File: src/swhsr_pkg.sv
// ----------------------------------------------------------------------------
// swhsr_pkg: shared types and constants for the single-wire sensor reader
// Holds the read phase type, configuration bundle, result bundle and the
// register index codes used by the configuration port.
// ----------------------------------------------------------------------------
package swhsr_pkg;

    localparam int FRAME_BITS       = 40;
    localparam int BIT_CNT_W        = 6;
    localparam int EDGE_W           = 7;
    localparam int EDGE_LIMIT_DEF   = 85;
    localparam int CFG_IDX_W        = 3;
    localparam int CFG_DATA_W       = 16;

    localparam logic [7:0]  THRESHOLD_RST = 8'd50;
    localparam logic [7:0]  TIMEOUT_RST   = 8'd255;
    localparam logic [15:0] START_LOW_RST = 16'd20000;
    localparam logic [7:0]  RELEASE_RST   = 8'd40;

    typedef enum logic [1:0] {
        PH_IDLE = 2'd0,
        PH_LOW  = 2'd1,
        PH_HIGH = 2'd2,
        PH_READ = 2'd3
    } phase_t;

    typedef enum logic [CFG_IDX_W-1:0] {
        REG_SENSOR_MODEL    = 3'd0,
        REG_BIT_THRESHOLD   = 3'd1,
        REG_TIMEOUT_TICKS   = 3'd2,
        REG_START_LOW_TICKS = 3'd3,
        REG_RELEASE_TICKS   = 3'd4
    } cfg_index_t;

    typedef struct packed {
        logic        sensor_model;
        logic [7:0]  bit_threshold;
        logic [7:0]  timeout_ticks;
        logic [15:0] start_low_ticks;
        logic [7:0]  release_ticks;
    } cfg_t;

    typedef struct packed {
        logic               drive_enable;
        logic               drive_level;
        logic               busy_res;
        logic               done_res;
        logic               read_ok;
        logic signed [15:0] humidity_out;
        logic signed [15:0] temperature_out;
    } result_t;

endpackage

File: src/swhsr_cfg.sv
// ----------------------------------------------------------------------------
// swhsr_cfg: configuration register file
// Takes one register write per cycle and presents the settings as a bundle.
// ----------------------------------------------------------------------------
module swhsr_cfg
(
    input  logic                                 clk,
    input  logic                                 rst_n,
    input  logic                                 cfg_valid,
    output logic                                 cfg_ready,
    input  logic [swhsr_pkg::CFG_IDX_W-1:0]      cfg_index,
    input  logic [swhsr_pkg::CFG_DATA_W-1:0]     cfg_data,
    output swhsr_pkg::cfg_t                      cfg
);

    swhsr_pkg::cfg_t cfg_reg;

    assign cfg_ready = 1'b1;
    assign cfg       = cfg_reg;

    always_ff @(posedge clk or negedge rst_n)
    begin
        if (!rst_n)
        begin
            cfg_reg.sensor_model    <= 1'b0;
            cfg_reg.bit_threshold   <= swhsr_pkg::THRESHOLD_RST;
            cfg_reg.timeout_ticks   <= swhsr_pkg::TIMEOUT_RST;
            cfg_reg.start_low_ticks <= swhsr_pkg::START_LOW_RST;
            cfg_reg.release_ticks   <= swhsr_pkg::RELEASE_RST;
        end
        else if (cfg_valid && cfg_ready)
        begin
            // indexes past the list are dropped
            unique case (cfg_index)
                swhsr_pkg::REG_SENSOR_MODEL:    cfg_reg.sensor_model    <= cfg_data[0];
                swhsr_pkg::REG_BIT_THRESHOLD:   cfg_reg.bit_threshold   <= cfg_data[7:0];
                swhsr_pkg::REG_TIMEOUT_TICKS:   cfg_reg.timeout_ticks   <= cfg_data[7:0];
                swhsr_pkg::REG_START_LOW_TICKS: cfg_reg.start_low_ticks <= cfg_data;
                swhsr_pkg::REG_RELEASE_TICKS:   cfg_reg.release_ticks   <= cfg_data[7:0];
                default:                        ;
            endcase
        end
    end

endmodule

File: src/swhsr_core.sv
// ----------------------------------------------------------------------------
// swhsr_core: read sequencer and frame decoder
// Holds the read state, advances it by one item per fire and forms the
// result for that item from the updated state.
// ----------------------------------------------------------------------------
module swhsr_core
#(
    parameter int EDGE_LIMIT = swhsr_pkg::EDGE_LIMIT_DEF
)
(
    input  logic                 clk,
    input  logic                 rst_n,
    input  logic                 fire,
    input  logic                 command,
    input  logic                 pin_level,
    input  swhsr_pkg::cfg_t      cfg,
    output swhsr_pkg::result_t   result
);

    localparam logic [swhsr_pkg::EDGE_W-1:0] EDGE_LIM = swhsr_pkg::EDGE_W'(EDGE_LIMIT);
    localparam logic [swhsr_pkg::BIT_CNT_W-1:0] FRAME_CNT =
        swhsr_pkg::BIT_CNT_W'(swhsr_pkg::FRAME_BITS);

    swhsr_pkg::phase_t                   phase_reg,      phase_next;
    logic [15:0]                         phase_ticks_reg, phase_ticks_next;
    logic [7:0]                          run_ticks_reg,  run_ticks_next;
    logic                                last_level_reg, last_level_next;
    logic [swhsr_pkg::EDGE_W-1:0]        edge_index_reg, edge_index_next;
    logic [swhsr_pkg::BIT_CNT_W-1:0]     bit_count_reg,  bit_count_next;
    logic [swhsr_pkg::FRAME_BITS-1:0]    shift_bits_reg, shift_bits_next;
    logic [15:0]                         humidity_reg,   humidity_next;
    logic [15:0]                         temperature_reg, temperature_next;
    logic                                done, ok;

    logic [7:0]  limit;
    logic [15:0] phase_inc;
    logic [7:0]  run_inc;
    logic [swhsr_pkg::EDGE_W-1:0] edge_inc;
    logic [7:0]  b0, b1, b2, b3, b4;
    logic [15:0] raw_t;
    logic        frame_good;

    assign limit     = (cfg.timeout_ticks == 8'd0) ? 8'd1 : cfg.timeout_ticks;
    assign phase_inc = phase_ticks_reg + 16'd1;
    assign run_inc   = run_ticks_reg + 8'd1;
    assign edge_inc  = edge_index_reg + swhsr_pkg::EDGE_W'(1);

    // frame fields come from the post-update shift register
    assign b0 = shift_bits_next[39:32];
    assign b1 = shift_bits_next[31:24];
    assign b2 = shift_bits_next[23:16];
    assign b3 = shift_bits_next[15:8];
    assign b4 = shift_bits_next[7:0];
    assign raw_t = {b2, b3};
    assign frame_good = (bit_count_next >= FRAME_CNT) && (8'(b0 + b1 + b2 + b3) == b4);

    // next state
    always_comb
    begin
        phase_next       = phase_reg;
        phase_ticks_next = phase_ticks_reg;
        run_ticks_next   = run_ticks_reg;
        last_level_next  = last_level_reg;
        edge_index_next  = edge_index_reg;
        bit_count_next   = bit_count_reg;
        shift_bits_next  = shift_bits_reg;
        done             = 1'b0;

        if (command)
        begin
            phase_next       = swhsr_pkg::PH_LOW;
            phase_ticks_next = 16'd0;
        end
        else
        begin
            unique case (phase_reg)
                swhsr_pkg::PH_IDLE: ;
                swhsr_pkg::PH_LOW:
                begin
                    phase_ticks_next = phase_inc;
                    if (phase_inc >= cfg.start_low_ticks || phase_inc == 16'd0)
                    begin
                        phase_ticks_next = 16'd0;
                        phase_next = (cfg.release_ticks == 8'd0) ? swhsr_pkg::PH_READ
                                                                 : swhsr_pkg::PH_HIGH;
                    end
                end
                swhsr_pkg::PH_HIGH:
                begin
                    phase_ticks_next = phase_inc;
                    if (phase_inc >= {8'd0, cfg.release_ticks})
                    begin
                        phase_next       = swhsr_pkg::PH_READ;
                        phase_ticks_next = 16'd0;
                    end
                end
                swhsr_pkg::PH_READ:
                begin
                    if (pin_level == last_level_reg)
                    begin
                        run_ticks_next = run_inc;
                        done = (run_inc >= limit);
                    end
                    else
                    begin
                        // edges with an even index from four on close a data bit until the frame is full
                        if (edge_index_reg >= swhsr_pkg::EDGE_W'(4) && !edge_index_reg[0]
                            && bit_count_reg < FRAME_CNT)
                        begin
                            shift_bits_next = {shift_bits_reg[swhsr_pkg::FRAME_BITS-2:0],
                                               (run_ticks_reg > cfg.bit_threshold)};
                            bit_count_next  = bit_count_reg + swhsr_pkg::BIT_CNT_W'(1);
                        end
                        last_level_next = pin_level;
                        edge_index_next = edge_inc;
                        run_ticks_next  = 8'd1;
                        done = (edge_inc >= EDGE_LIM) || (limit == 8'd1);
                    end
                    if (done)
                    begin
                        phase_next       = swhsr_pkg::PH_IDLE;
                        phase_ticks_next = 16'd0;
                    end
                end
                default: ;
            endcase
        end

        // entering the read phase clears the frame collection
        if (phase_next == swhsr_pkg::PH_READ && phase_reg != swhsr_pkg::PH_READ)
        begin
            run_ticks_next  = 8'd0;
            last_level_next = 1'b1;
            edge_index_next = '0;
            bit_count_next  = '0;
            shift_bits_next = '0;
        end
    end

    // decode and result
    always_comb
    begin
        ok               = done && frame_good;
        humidity_next    = humidity_reg;
        temperature_next = temperature_reg;
        if (ok)
        begin
            if (!cfg.sensor_model)
            begin
                humidity_next    = {8'd0, b0};
                temperature_next = {8'd0, b2};
            end
            else
            begin
                humidity_next    = {b0, b1};
                temperature_next = raw_t[15] ? (16'd0 - {1'b0, raw_t[14:0]}) : raw_t;
            end
        end

        result.drive_enable    = (phase_next == swhsr_pkg::PH_LOW)
                              || (phase_next == swhsr_pkg::PH_HIGH);
        result.drive_level     = (phase_next == swhsr_pkg::PH_HIGH);
        result.busy_res        = (phase_next != swhsr_pkg::PH_IDLE);
        result.done_res        = done;
        result.read_ok         = ok;
        result.humidity_out    = signed'(humidity_next);
        result.temperature_out = signed'(temperature_next);
    end

    always_ff @(posedge clk or negedge rst_n)
    begin
        if (!rst_n)
        begin
            phase_reg       <= swhsr_pkg::PH_IDLE;
            phase_ticks_reg <= 16'd0;
            run_ticks_reg   <= 8'd0;
            last_level_reg  <= 1'b1;
            edge_index_reg  <= '0;
            bit_count_reg   <= '0;
            shift_bits_reg  <= '0;
            humidity_reg    <= 16'd0;
            temperature_reg <= 16'd0;
        end
        else if (fire)
        begin
            phase_reg       <= phase_next;
            phase_ticks_reg <= phase_ticks_next;
            run_ticks_reg   <= run_ticks_next;
            last_level_reg  <= last_level_next;
            edge_index_reg  <= edge_index_next;
            bit_count_reg   <= bit_count_next;
            shift_bits_reg  <= shift_bits_next;
            humidity_reg    <= humidity_next;
            temperature_reg <= temperature_next;
        end
    end

endmodule

File: src/single_wire_humidity_sensor_reader.sv
// ----------------------------------------------------------------------------
// single_wire_humidity_sensor_reader: one-wire temperature/humidity reader
// Per-tick sequencer that starts a sensor read, times line runs and decodes
// the 40-bit frame into humidity and temperature.
// ----------------------------------------------------------------------------
// Usage:
//   Input channel (in_valid / in_stall, command, pin_level): send one
//   transaction per microsecond tick with the sampled line, or a start
//   command. Output channel (out_valid / out_stall): exactly one result
//   transaction per input transaction, showing line drive, busy, done,
//   read_ok and the last good humidity and temperature.
//   Configuration channel (cfg_valid / cfg_ready, cfg_index, cfg_data):
//   always ready; write only while no transaction is in flight.
//   Path: a transaction is captured in the input register when accepted,
//   processed combinationally by the sequencer and loaded into the result
//   register when it advances; out_stall can hold it in the input register.
//   Throughput: one transaction per cycle while out_stall is low; the
//   sequencer state between input and result registers updates on advance.
//   Stall: while out_stall holds a result, the input register fills and
//   in_stall rises; nothing is dropped and no state moves.
//   Reset: the read phase goes idle, held readings clear to zero and the
//   registers return to their defaults.
// ----------------------------------------------------------------------------
module single_wire_humidity_sensor_reader
#(
    parameter int EDGE_LIMIT = swhsr_pkg::EDGE_LIMIT_DEF
)
(
    input  logic                              clk,
    input  logic                              rst_n,
    input  logic                              in_valid,
    output logic                              in_stall,
    input  logic                              command,
    input  logic                              pin_level,
    output logic                              out_valid,
    input  logic                              out_stall,
    output logic                              drive_enable,
    output logic                              drive_level,
    output logic                              busy_res,
    output logic                              done_res,
    output logic                              read_ok,
    output logic signed [15:0]                humidity_out,
    output logic signed [15:0]                temperature_out,
    input  logic                              cfg_valid,
    output logic                              cfg_ready,
    input  logic [swhsr_pkg::CFG_IDX_W-1:0]   cfg_index,
    input  logic [swhsr_pkg::CFG_DATA_W-1:0]  cfg_data
);

    swhsr_pkg::cfg_t    cfg;
    swhsr_pkg::result_t core_result;
    swhsr_pkg::result_t res_reg;

    logic in_full_reg;
    logic in_cmd_reg;
    logic in_pin_reg;
    logic out_valid_reg;
    logic accept;
    logic advance;

    // advance the held transaction whenever the result slot is free or draining
    assign advance  = in_full_reg && (!out_valid_reg || !out_stall);
    assign in_stall = in_full_reg && !advance;
    assign accept   = in_valid && !in_stall;

    swhsr_cfg u_cfg
    (
        .clk       (clk),
        .rst_n     (rst_n),
        .cfg_valid (cfg_valid),
        .cfg_ready (cfg_ready),
        .cfg_index (cfg_index),
        .cfg_data  (cfg_data),
        .cfg       (cfg)
    );

    swhsr_core #(.EDGE_LIMIT(EDGE_LIMIT)) u_core
    (
        .clk       (clk),
        .rst_n     (rst_n),
        .fire      (advance),
        .command   (in_cmd_reg),
        .pin_level (in_pin_reg),
        .cfg       (cfg),
        .result    (core_result)
    );

    // input register: hold the transaction until the sequencer takes it
    always_ff @(posedge clk or negedge rst_n)
    begin
        if (!rst_n)
        begin
            in_full_reg <= 1'b0;
        end
        else if (accept)
        begin
            in_full_reg <= 1'b1;
        end
        else if (advance)
        begin
            in_full_reg <= 1'b0;
        end
    end

    always_ff @(posedge clk)
    begin
        if (accept)
        begin
            in_cmd_reg <= command;
            in_pin_reg <= pin_level;
        end
    end

    // result register: load on advance, drop once taken
    always_ff @(posedge clk or negedge rst_n)
    begin
        if (!rst_n)
        begin
            out_valid_reg <= 1'b0;
        end
        else if (advance)
        begin
            out_valid_reg <= 1'b1;
        end
        else if (!out_stall)
        begin
            out_valid_reg <= 1'b0;
        end
    end

    always_ff @(posedge clk)
    begin
        if (advance)
        begin
            res_reg <= core_result;
        end
    end

    assign out_valid       = out_valid_reg;
    assign drive_enable    = res_reg.drive_enable;
    assign drive_level     = res_reg.drive_level;
    assign busy_res        = res_reg.busy_res;
    assign done_res        = res_reg.done_res;
    assign read_ok         = res_reg.read_ok;
    assign humidity_out    = res_reg.humidity_out;
    assign temperature_out = res_reg.temperature_out;

    // a finished read leaves the block idle
    assert property (@(posedge clk) disable iff (!rst_n)
        out_valid_reg && res_reg.done_res |-> !res_reg.busy_res)
        else $error("done result reports busy");

    // success is only reported with done
    assert property (@(posedge clk) disable iff (!rst_n)
        out_valid_reg && res_reg.read_ok |-> res_reg.done_res)
        else $error("read_ok without done");

    // the line is driven high only while drive is enabled
    assert property (@(posedge clk) disable iff (!rst_n)
        out_valid_reg && res_reg.drive_level |-> res_reg.drive_enable)
        else $error("drive level without drive enable");

    // stall only when a held transaction meets a blocked result slot
    assert property (@(posedge clk) disable iff (!rst_n)
        in_stall |-> (in_full_reg && out_valid_reg && out_stall))
        else $error("input stalled with room downstream");

endmodule

File: config.mk
export PLATFORM = sky130hd
export DESIGN_NAME = single_wire_humidity_sensor_reader
export DESIGN_NICKNAME = d
export VERILOG_FILES = /design/src/swhsr_pkg.sv /design/src/swhsr_cfg.sv /design/src/swhsr_core.sv /design/src/single_wire_humidity_sensor_reader.sv
export SDC_FILE = /design/constraint.sdc
export NUM_CORES = 1
export LEC_CHECK = 0
export BUFFER_PORTS_ARGS = -buffer_cell sky130_fd_sc_hd__buf_2
export CAP_MARGIN = 20
export CORE_AREA = 4 4 147 219
export DETAILED_ROUTE_END_ITERATION = 10
export DIE_AREA = 0 0 151 223
export GPL_ROUTABILITY_DRIVEN = 1
export PLACE_DENSITY_LB_ADDON = 0.25
export SETUP_SLACK_MARGIN = 0.02
export SYNTH_ARGS = -nofsm -noshare
export SYNTH_HDL_FRONTEND = slang
export SYNTH_SLANG_ARGS = --single-unit
File: constraint.sdc
create_clock -name clk -period 11.7 [get_ports clk]
set_input_delay 1.755 -clock clk [delete_from_list [all_inputs] [get_ports clk]]
set_output_delay 1.755 -clock clk [all_outputs]
set_load 0.01 [all_outputs]
==> out/metrics.cfg, run 1 <==
[critical_path]
cp.arrival_ns=10.02
cp_max_fo=34
cp_top_family=simple AND/OR/NAND/NOR gates
start_kind=flip-flop
critical_path_required_ns=12.04
cpMostUsedCell=ha_1
path_buf_inv=4
crit_type=reg -> reg
crit_slowest_cell=and2_1
worstSetupEndpointType=flip-flop
critPathMaxStageDelay_ns=0.72

[detailed_routing]
viasPerCell=5.38
totalWireLength_mm=27.3
drt_iter0_drc=500
wl_per_cell_um=17.4
via_count=8474
antenna_left=0
drt_pass1_iterations=5
drcViolationCount=0

[clock_tree]
post-cts-setup-buffers=0
numClockSinks=194
ctsLongestPathBuffers=2
cts-resized-gates=0
htree_levels=4
clk_pin_slew_ns=0.08
cts_inserted_buffers=17
clk_latency_ns=0.46
cts_root_buf=clkbuf_16
cts_tree=yes
hold_buffers=0

[power_and_ir_drop]
pwr-share-comb_pct=18.5
ir_worst_vdd_v=0.000124
p_leak_nw=5.75
intPower_mw=1.17
powerDensity_nw_per_um2=135
switchingPower_mw=0.523
p_clk_share_pct=34.2
seq_power_share_pct=47.3
sw_frac_of_total_pct=30.9

[yosys]
async_flop_share_pct=79.9
synth_area_um2=11400
synth_nets=1224
ys_seq_area_share_pct=44.7
synth_cell_types=69
synth_edf_count=39
synth_ff_type=dfrtp_1
yosys_warnings=0
syn_inst=1128
synth_seq_cells=194
avgSynthCellArea_um2=10.1

[timing]
finalSetupViolations=0
slew_headroom_pct=39.5
fmax_mhz=103
final.setup.tns_ns=0
fin_crit_sh_pct=82.7
worst_pin_slew_ns=0.907
period_needed_ns=9.68
finClkSkew_ns=0.0127
finalHoldViolations=0
rsz0062_at_grt=false
maxSlewViolCount=0

[placement]
dp_hpwl_mm=20.1
port_buffers=64
placed_cell_area_um2=12000
gp_congestion=0.943

[global_route]
grt_overflow_total=0
grt_max_degree=95
track_usage_pct=17.1
grt_pass1_wl_mm=45.6
grt_antenna_before_repair=0
grt_pass1_vias=8492

[layout]
largest_reg_flops=41
insertedDiodeCount=0
nets=1258
fillCellCount=2991
fin_area_um2=12600
area_growth_pct=10.8
drive_gt1_share_pct=15.7

[floorplanning]
core_um2=30300
io_pins=66
rows=78
start_util_pct=37.5
die_w_um=151
die_h_um=223
dieArea_um2=33700

[flow_run]
maxCapViolations=0

[worst_hold_path]
hold_class=reg -> reg

[outcome]
run_status=finished, final reports clean

## stage by stage
step / util [%] / setup WS (ns) / power [mW] / hold slack (ns) / std cells
after global routing: 41.6 / 1.31 / 1.80 / 0.495 / 1575
after detailed placement: 39.7 / 2.07 / 1.13 / 0.471 / 1543
final: 41.6 / 2.02 / 1.70 / 0.486 / 1575
after floorplan: - / 3.57 / 1.02 / 0.450 / 1128
after CTS: 41.6 / 2.04 / 1.72 / 0.491 / 1575
after global placement: 39.7 / 2.21 / 1.12 / 0.460 / 1542
## cells by family after synthesis
logic type | synth area share [%]
DFF | 44.7
muxes | 8.97
buffers and inverters | 4.68
adders and majority gates | 8.66
AOI/OAI and AO/OA | 15.5
other | 0.0330
xor gates and xnor gates | 3.99
and+or+nand+nor | 13.5
## layout by cell type, fill, tap and decap left out, drive strengths merged, types with 37 or more instances in the layout
cell and n:
a21oi 54, dfrtp 136, nor2 52, inv 73, edfxtp 39, nand3 37
nand2 154, buf 77, o21ai 72, a22o 60, ha 57, mux2 86
## metal layers
metal	global-route usage (%)	wire length, um	part of all wire, %	vias to the layer above
li1	-	-	-	4080
met1	20.6	11300	41	4134
met2	29.9	14300	52	210
met3	2.40	863	3.2	50
met4	7.67	883	3.2	0
met5	0	0	0	-
## worst paths after layout
check	startpoint	to	slack, ns	depth (start not counted)
worst max register to register	u_core.phase_ticks_reg[0]	u_core.humidity_reg[2]	2.02	33
worst min-delay path	u_core.humidity_reg[9]	u_core.humidity_reg[9]	0.49	1
worst max-delay path	u_core.phase_ticks_reg[0]	u_core.humidity_reg[2]	2.02	33
worst min register to register	u_core.humidity_reg[9]	u_core.humidity_reg[9]	0.49	1
max in group asynchronous	rst_n	u_core.shift_bits_reg[20]	9.01	2
min in group asynchronous	rst_n	u_cfg.cfg[20]	1.33	1
## cells in the mapped netlist, types with 6 or more instances
cell | count | area (um2)
nand2_1 | 154 | 578
dfrtp_1 | 136 | 3400
o21ai_0 | 66 | 330
inv_1 | 65 | 244
a22o_1 | 60 | 526
ha_1 | 57 | 713
a21oi_1 | 54 | 270
nor2_1 | 51 | 191
mux2_2 | 49 | 552
clkbuf_1 | 39 | 146
edfxtp_1 | 39 | 1170
mux2_1 | 37 | 417
nand3_1 | 37 | 185
xnor2_1 | 28 | 245
xor2_1 | 21 | 184
dfstp_2 | 19 | 499
nor3_1 | 15 | 75.1
and2_1 | 14 | 87.6
fa_1 | 13 | 260
a21o_1 | 12 | 90.1
buf_2 | 11 | 55.1
nand4_1 | 11 | 68.8
a31oi_1 | 10 | 62.6
nor4_1 | 9 | 56.3
and3_1 | 8 | 50.1
nand2b_1 | 8 | 50.1
nor3b_1 | 6 | 45.0
o21ai_1 | 6 | 30.0
## cell type report
class	instances	area [um2]	area share [%]
sequential	194	5070	40.3
tap	400	500	3.98
clock buffer	19	464	3.69
multi-input combinational	806	5760	45.8
timing repair buffer	77	428	3.40
inverter	66	248	1.97
clock inverter	13	111	0.885
## power by group through the flow
stage	sequential (mW)	clock, mW	combinational [mW]
floorplan	0.801	0	0.221
global placement	0.814	0	0.311
detailed placement	0.816	0	0.317
CTS	0.803	0.601	0.319
global route	0.811	0.629	0.361
finish	0.803	0.580	0.313
(Power assumes the default switching activity.)
==> inputs of run 2 (changes only) <==
Clock period 11.7 ns to 8.8 ns, I/O delays scaled along.
==> run 2 against run 1 <==
Against the previous run: flip-flop and latch count is the same; largest cell class unchanged; critical path depth shrank 5; first-iteration DRC count shrank 7.4%; core utilization grew 0.066 points.
==> out/metrics.cfg, run 2 (same netlist as run 1, synthesis figures left out) <==
[flow_run]
maxCapViolations=0  ; unchanged

[critical_path]
reg2reg_depth=28  ; -15%
worstSetupEndpointType=flip-flop
critical_path_required_ns=8.99  ; -3.05 ns
cpMostUsedCell=ha_1
crit_slowest_cell=or4_1
cp.arrival_ns=8.55  ; -1.47 ns
cp-startpoint=u_core.phase_ticks_reg[0]
crit-reg2reg-launch=u_core.phase_ticks_reg[0]
critPathMaxStageDelay_ns=0.55  ; -0.17 ns
cp_max_fo=33  ; -2.9%
crit_type=reg -> reg
start_kind=flip-flop

[power_and_ir_drop]
ir_worst_vdd_v=0.000145  ; +17%
powerDensity_nw_per_um2=177  ; +31%
p_leak_nw=5.75  ; about the same

[floorplanning]
die_h_um=223  ; unchanged
dieArea_um2=33700  ; unchanged
io_pins=66  ; unchanged
start_util_pct=37.5  ; unchanged
rows=78  ; unchanged
core_um2=30300  ; unchanged
die_w_um=151  ; unchanged

[detailed_routing]
drcViolationCount=0  ; unchanged
totalWireLength_mm=27.3  ; -0.15%
wl_per_cell_um=17.3  ; -0.40%
drt_pass1_iterations=6  ; +1
viasPerCell=5.38  ; about the same
drt_iter0_drc=463  ; -7.4%
antenna_left=0  ; unchanged
via_count=8494  ; +0.24%

[clock_tree]
numClockSinks=194  ; unchanged
ctsLongestPathBuffers=2  ; unchanged
clk_pin_slew_ns=0.08  ; about the same
cts_root_buf=clkbuf_16
cts_inserted_buffers=17  ; unchanged
htree_levels=4  ; unchanged
post-cts-setup-buffers=0  ; unchanged
cts_tree=yes
hold_buffers=0  ; unchanged
clk_latency_ns=0.44  ; -0.02 ns

[layout]
layout_common_cells=nand2_1, dfrtp_1, o21ai_0
drive_gt1_share_pct=16.3  ; +0.63 points
layout_commonest_cell=nand2_1
nets=1262  ; +0.32%
area_growth_pct=11.0
fin_cells=1579  ; +0.25%
fin_area_um2=12600  ; +0.16%
insertedDiodeCount=0  ; unchanged
largest_reg_flops=41  ; unchanged

[timing]
final.setup.tns_ns=0  ; unchanged
slew_headroom_pct=39.0  ; -0.56 points
rsz0062_at_grt=false
fmax_mhz=120  ; +16%
maxSlewViolCount=0  ; unchanged
fin_crit_sh_pct=95.0  ; +12 points
finalSetupViolations=0  ; unchanged
worst_pin_slew_ns=0.915  ; +0.00833 ns
finClkSkew_ns=0.0117  ; -0.000985 ns
fin_ws_ns=0.438  ; -1.58 ns
period_needed_ns=8.36  ; -1.32 ns
finalHoldViolations=0  ; unchanged

[placement]
placed_cell_area_um2=12000  ; +0.22%
dp_hpwl_mm=20.1  ; +0.16%
gp_congestion=0.877  ; -7.0%
post-place-cells=1547  ; +0.26%
pre_cts_ws_ns=0.376  ; -1.69 ns
port_buffers=64  ; unchanged

[outcome]
run_status=finished, final reports clean

[global_route]
track_usage_pct=16.6  ; -0.44 points
grt_max_degree=97  ; +2.1%
grt_antenna_before_repair=0  ; unchanged
grt_pass1_wl_mm=44.7  ; -2.0%
grt_overflow_total=0  ; unchanged
grt_pass1_vias=8482  ; -0.12%

[worst_hold_path]
hold_class=reg -> reg
min_from=u_core.humidity_reg[4]
hold-path-cell-count=1  ; unchanged

run 2: cell types whose count changed in the layout (fill, tap and decap cells not counted), moves of 2 or more:
cell        delta
clkinvlp_4     +2
clkinv_4       -2
a21oi_1        -4
inv_4          +2
buf_4          +3
a21oi_2        +4
run 2: path summary, 6_finish.rpt:
path	end	slack [ns]
setup / recovery	temperature_out[15]	0.44
hold / removal	u_core.humidity_reg[4]	0.48
setup reg to reg	temperature_out[15]	0.44
hold reg to reg	u_core.humidity_reg[4]	0.48
max in group asynchronous	u_core.edge_index_reg[0]	6.52
min in group asynchronous	u_core.phase_ticks_reg[13]	0.94
run 2: metal layers:
metal  vias up  share of wire [%]  track usage [%]
li1       4090                  -                -
met1      4112                 42             20.2
met2       226                 50             28.5
met3        66                3.5             2.62
met4         0                4.6             7.96
met5         -                  0                0
run 2: worst max-delay path: cells and delay by family (launching register included):
kind	cells	cell delay [ns]
adder cells (fa/ha/maj)	7	2.53
AND/OR/NAND/NOR	7	1.98
AO/OA/AOI/OAI	8	1.75
buffers and inverters	3	0.60
flip-flops	1	0.50
XOR/XNOR	2	0.39
multiplexers	1	0.38
run 2: through the flow:
stage | util (%) | power [mW] | hold slack (ns)
final | 41.7 | 2.23 | 0.480
after global routing | 41.7 | 2.36 | 0.497
after CTS | 41.6 | 2.25 | 0.484
after detailed placement | 39.8 | 1.51 | 0.468
after global placement | 39.8 | 1.50 | 0.460
after floorplan | - | 1.36 | 0.450
run 2: where the power goes:
group          total, mW  leakage (nW)  internal (mW)  switching [mW]
Sequential          1.07          2.42           1.00          0.0613
Clock              0.741         0.270          0.370           0.371
Combinational      0.420          3.06          0.158           0.262
run 2: repair_timing:
| action | in CTS | in global routing |
|---|---|---|
| endpoints found under the hold margin | 0 | 0 |
| setup endpoints to repair | 0 | 63 |
| resized for setup | 0 | 7 |
run 2: cell type report:
class	instances	area, um2
clock inverters	15	119
repair buffers	81	464
fillers	2998	17600
inverters	66	248
well taps	400	500
clock buffers	17	425
multi-input cells	806	5770
flip-flops and latches	194	5070
==> inputs of run 3 (changes only) <==
Settings changed: ABC_AREA from default to 1, CORE_AREA 4 4 147 219 to 4 4 151 226, DIE_AREA 0 0 151 223 to 0 0 155 230.
==> run 3 against run 2 <==
Against the previous run: combinational power increased to 3.1 times the previous value; clock skew is 0.0024 ns higher; core utilization is essentially flat; critical path type unchanged; power up 46%; via count rose by 25%.
==> out/metrics.cfg, run 3 <==
[outcome]
run_status=finished, final reports clean

[timing]
period_needed_ns=8.11  ; -0.249 ns
fin_hold_ws_ns=0.475  ; -0.00540 ns
finalHoldViolations=0  ; unchanged
worst_pin_slew_ns=0.930  ; +0.0148 ns
rsz0062_at_grt=false
fmax_mhz=123  ; +3.1%
maxSlewViolCount=0  ; unchanged
fin_crit_sh_pct=92.2  ; -2.8 points
slew_headroom_pct=37.8  ; -1.2 points
final.setup.tns_ns=0  ; unchanged
finalSetupViolations=0  ; unchanged
finClkSkew_ns=0.0141  ; +0.00238 ns

[detailed_routing]
drt_pass1_iterations=6  ; unchanged
antenna_left=0  ; unchanged
wl_per_cell_um=15.0  ; -13%
viasPerCell=5.07  ; -5.7%
totalWireLength_mm=31.3  ; +15%
drt_iter0_drc=798  ; +72%
drcViolationCount=0  ; unchanged
via_count=10600  ; +25%

[yosys]
synth_top_area_share_pct=28.0  ; -1.9 points
synth.top_cells.by_area=dfrtp_1, nand2_1, edfxtp_1
yosys-top-cells-count=nand2_1, inv_1, dfrtp_1
synth_nets=1713  ; +40%
syn_inst=1617  ; +43%
synth_cell_types=46  ; -33%
yosys_warnings=0  ; unchanged
ys_seq_area_share_pct=41.8  ; -2.9 points
synth.largest_area_cell=dfrtp_1
synth_edf_count=39  ; unchanged
synth_ff_type=dfrtp_1
avgSynthCellArea_um2=7.51  ; -25%
synth_seq_cells=194  ; unchanged
synth_area_um2=12100  ; +6.9%
synth.most_common_cell=nand2_1
async_flop_share_pct=79.9  ; unchanged

[layout]
fillCellCount=3321  ; +11%
nets=1753  ; +39%
area_growth_pct=11.0  ; about the same
fin_area_um2=13500  ; +6.8%
largest_reg_flops=41  ; unchanged
layout_commonest_cell=nand2_1
drive_gt1_share_pct=8.98  ; -7.3 points
insertedDiodeCount=0  ; unchanged
layout_common_cells=nand2_1, inv_1, dfrtp_1

[critical_path]
cpMostUsedCell=nand2_1
worstSetupEndpointType=flip-flop
critPathMaxStageDelay_ns=0.52  ; -0.03 ns
cp.arrival_ns=8.33  ; -0.22 ns
crit_type=reg -> reg
start_kind=flip-flop
cp_max_fo=22  ; -33%
critical_path_required_ns=9.02  ; +0.03 ns
crit_slowest_cell=dfrtp_1

[floorplanning]
die_w_um=155  ; +2.6%
rows=81  ; +3.8%
start_util_pct=37.5  ; about the same
dieArea_um2=35700  ; +5.9%
core_um2=32300  ; +6.9%
die_h_um=230  ; +3.1%
io_pins=66  ; unchanged

[global_route]
grt_overflow_total=0  ; unchanged
grt_max_degree=96  ; -1.0%
track_usage_pct=17.9  ; +1.3 points
grt_pass1_wl_mm=52.0  ; +16%
grt_pass1_vias=10300  ; +21%
grt_antenna_before_repair=0  ; unchanged

[placement]
gp_congestion=0.881  ; +0.47%
dp_hpwl_mm=22.1  ; +9.6%
port_buffers=64  ; unchanged
placed_cell_area_um2=12800  ; +6.5%

[clock_tree]
cts_inserted_buffers=17  ; unchanged
ctsLongestPathBuffers=2  ; unchanged
numClockSinks=194  ; unchanged
htree_levels=4  ; unchanged
post-cts-setup-buffers=0  ; unchanged
clk_latency_ns=0.46  ; +0.02 ns
clk_pin_slew_ns=0.08  ; about the same
cts_tree=yes
cts_root_buf=clkbuf_16

[flow_run]
maxCapViolations=0  ; unchanged

[power_and_ir_drop]
p_leak_nw=7.33  ; +28%
p_total_mw=3.25  ; +46%
seq_power_share_pct=35.3  ; -13 points
powerDensity_nw_per_um2=241  ; +36%
ir_worst_vdd_v=0.000134  ; -8.0%
sw_frac_of_total_pct=41.6  ; +10 points
p_clk_share_pct=24.7  ; -8.6 points
intPower_mw=1.89  ; +24%
switchingPower_mw=1.35  ; +95%
pwr-share-comb_pct=39.9  ; +21 points

[worst_hold_path]
hold_class=reg -> reg

[run 3: layer usage]
| layer | global-route usage (%) | up-vias | share of wire (%) |
|---|---|---|---|
| met5 | 0 | - | 0 |
| met4 | 6.93 | 0 | 3.0 |
| met3 | 2.94 | 55 | 3.4 |
| met2 | 31.4 | 208 | 51 |
| met1 | 22.0 | 5029 | 42 |
| li1 | - | 5289 | - |
[run 3: worst paths after layout]
| path | from | endpoint | slack, ns | depth (start not counted) |
|---|---|---|---|---|
| setup / recovery | u_core.phase_ticks_reg[0] | humidity_out[5] | 0.69 | 42 |
| hold / removal | u_core.shift_bits_reg[3] | u_core.shift_bits_reg[3] | 0.47 | 2 |
| setup reg to reg | u_core.phase_ticks_reg[0] | humidity_out[5] | 0.69 | 42 |
| hold reg to reg | u_core.shift_bits_reg[3] | u_core.shift_bits_reg[3] | 0.47 | 2 |
| max in group asynchronous | rst_n | u_core.shift_bits_reg[22] | 6.44 | 2 |
| min in group asynchronous | rst_n | u_core.run_ticks_reg[7] | 0.95 | 1 |
[run 3: worst max-delay path, delay by kind of cell (launching register included)]
| kind | cells | cell delay, ns |
|---|---|---|
| simple gates | 23 | 2.95 |
| buf+inv | 7 | 0.95 |
| flops | 1 | 0.52 |
| fa+ha+maj | 7 | 2.47 |
| xor+xnor | 2 | 0.50 |
| compound gates | 3 | 0.45 |
[run 3: power by group through the flow]
stage | sequential [mW] | clock (mW) | combinational, mW
floorplan | 1.15 | 0 | 0.942
global placement | 1.16 | 0 | 1.27
detailed placement | 1.16 | 0 | 1.29
CTS | 1.15 | 0.826 | 1.30
global route | 1.16 | 0.859 | 1.49
finish | 1.15 | 0.803 | 1.30
[run 3: layout make-up]
cell class,instances,area [um2],area share (%)
repair buffers,83,497,3.69
clock buffers,19,454,3.37
multi-input cells,1073,5710,42.4
inverters,288,1080,8.03
well taps,415,519,3.86
flip-flops and latches,194,5070,37.7
clock inverters,13,134,0.994
[run 3: repair_timing]
item,4_1_cts,5_1_grt
hold buffers,0,0
hold endpoints to repair,0,0
setup endpoints to repair,0,65
gates resized for setup,0,3
[run 3: per-stage QoR]
stage | util (%) | std cells | setup slack (ns)
after floorplan | - | 1617 | 2.14
after global placement | 39.6 | 2050 | 0.503
after detailed placement | 39.6 | 2050 | 0.394
after CTS | 41.5 | 2082 | 0.335
after global routing | 41.7 | 2085 | 0.129
final | 41.7 | 2085 | 0.687
[run 3: kinds of logic (layout without fill, tap and decap cells)]
| group | count (synthesis) | after routing | synth area share [%] |
|---|---|---|---|
| AND/OR/NAND/NOR | 764 | 764 | 27.5 |
| buffers and inverters | 350 | 403 | 11.3 |
| AO/OA/AOI/OAI | 215 | 215 | 9.66 |
| flip-flops | 194 | 194 | 41.8 |
| adder cells (fa/ha/maj) | 70 | 70 | 8.02 |
| XOR/XNOR | 23 | 23 | 1.66 |
| other | 1 | 1 | 0.0309 |
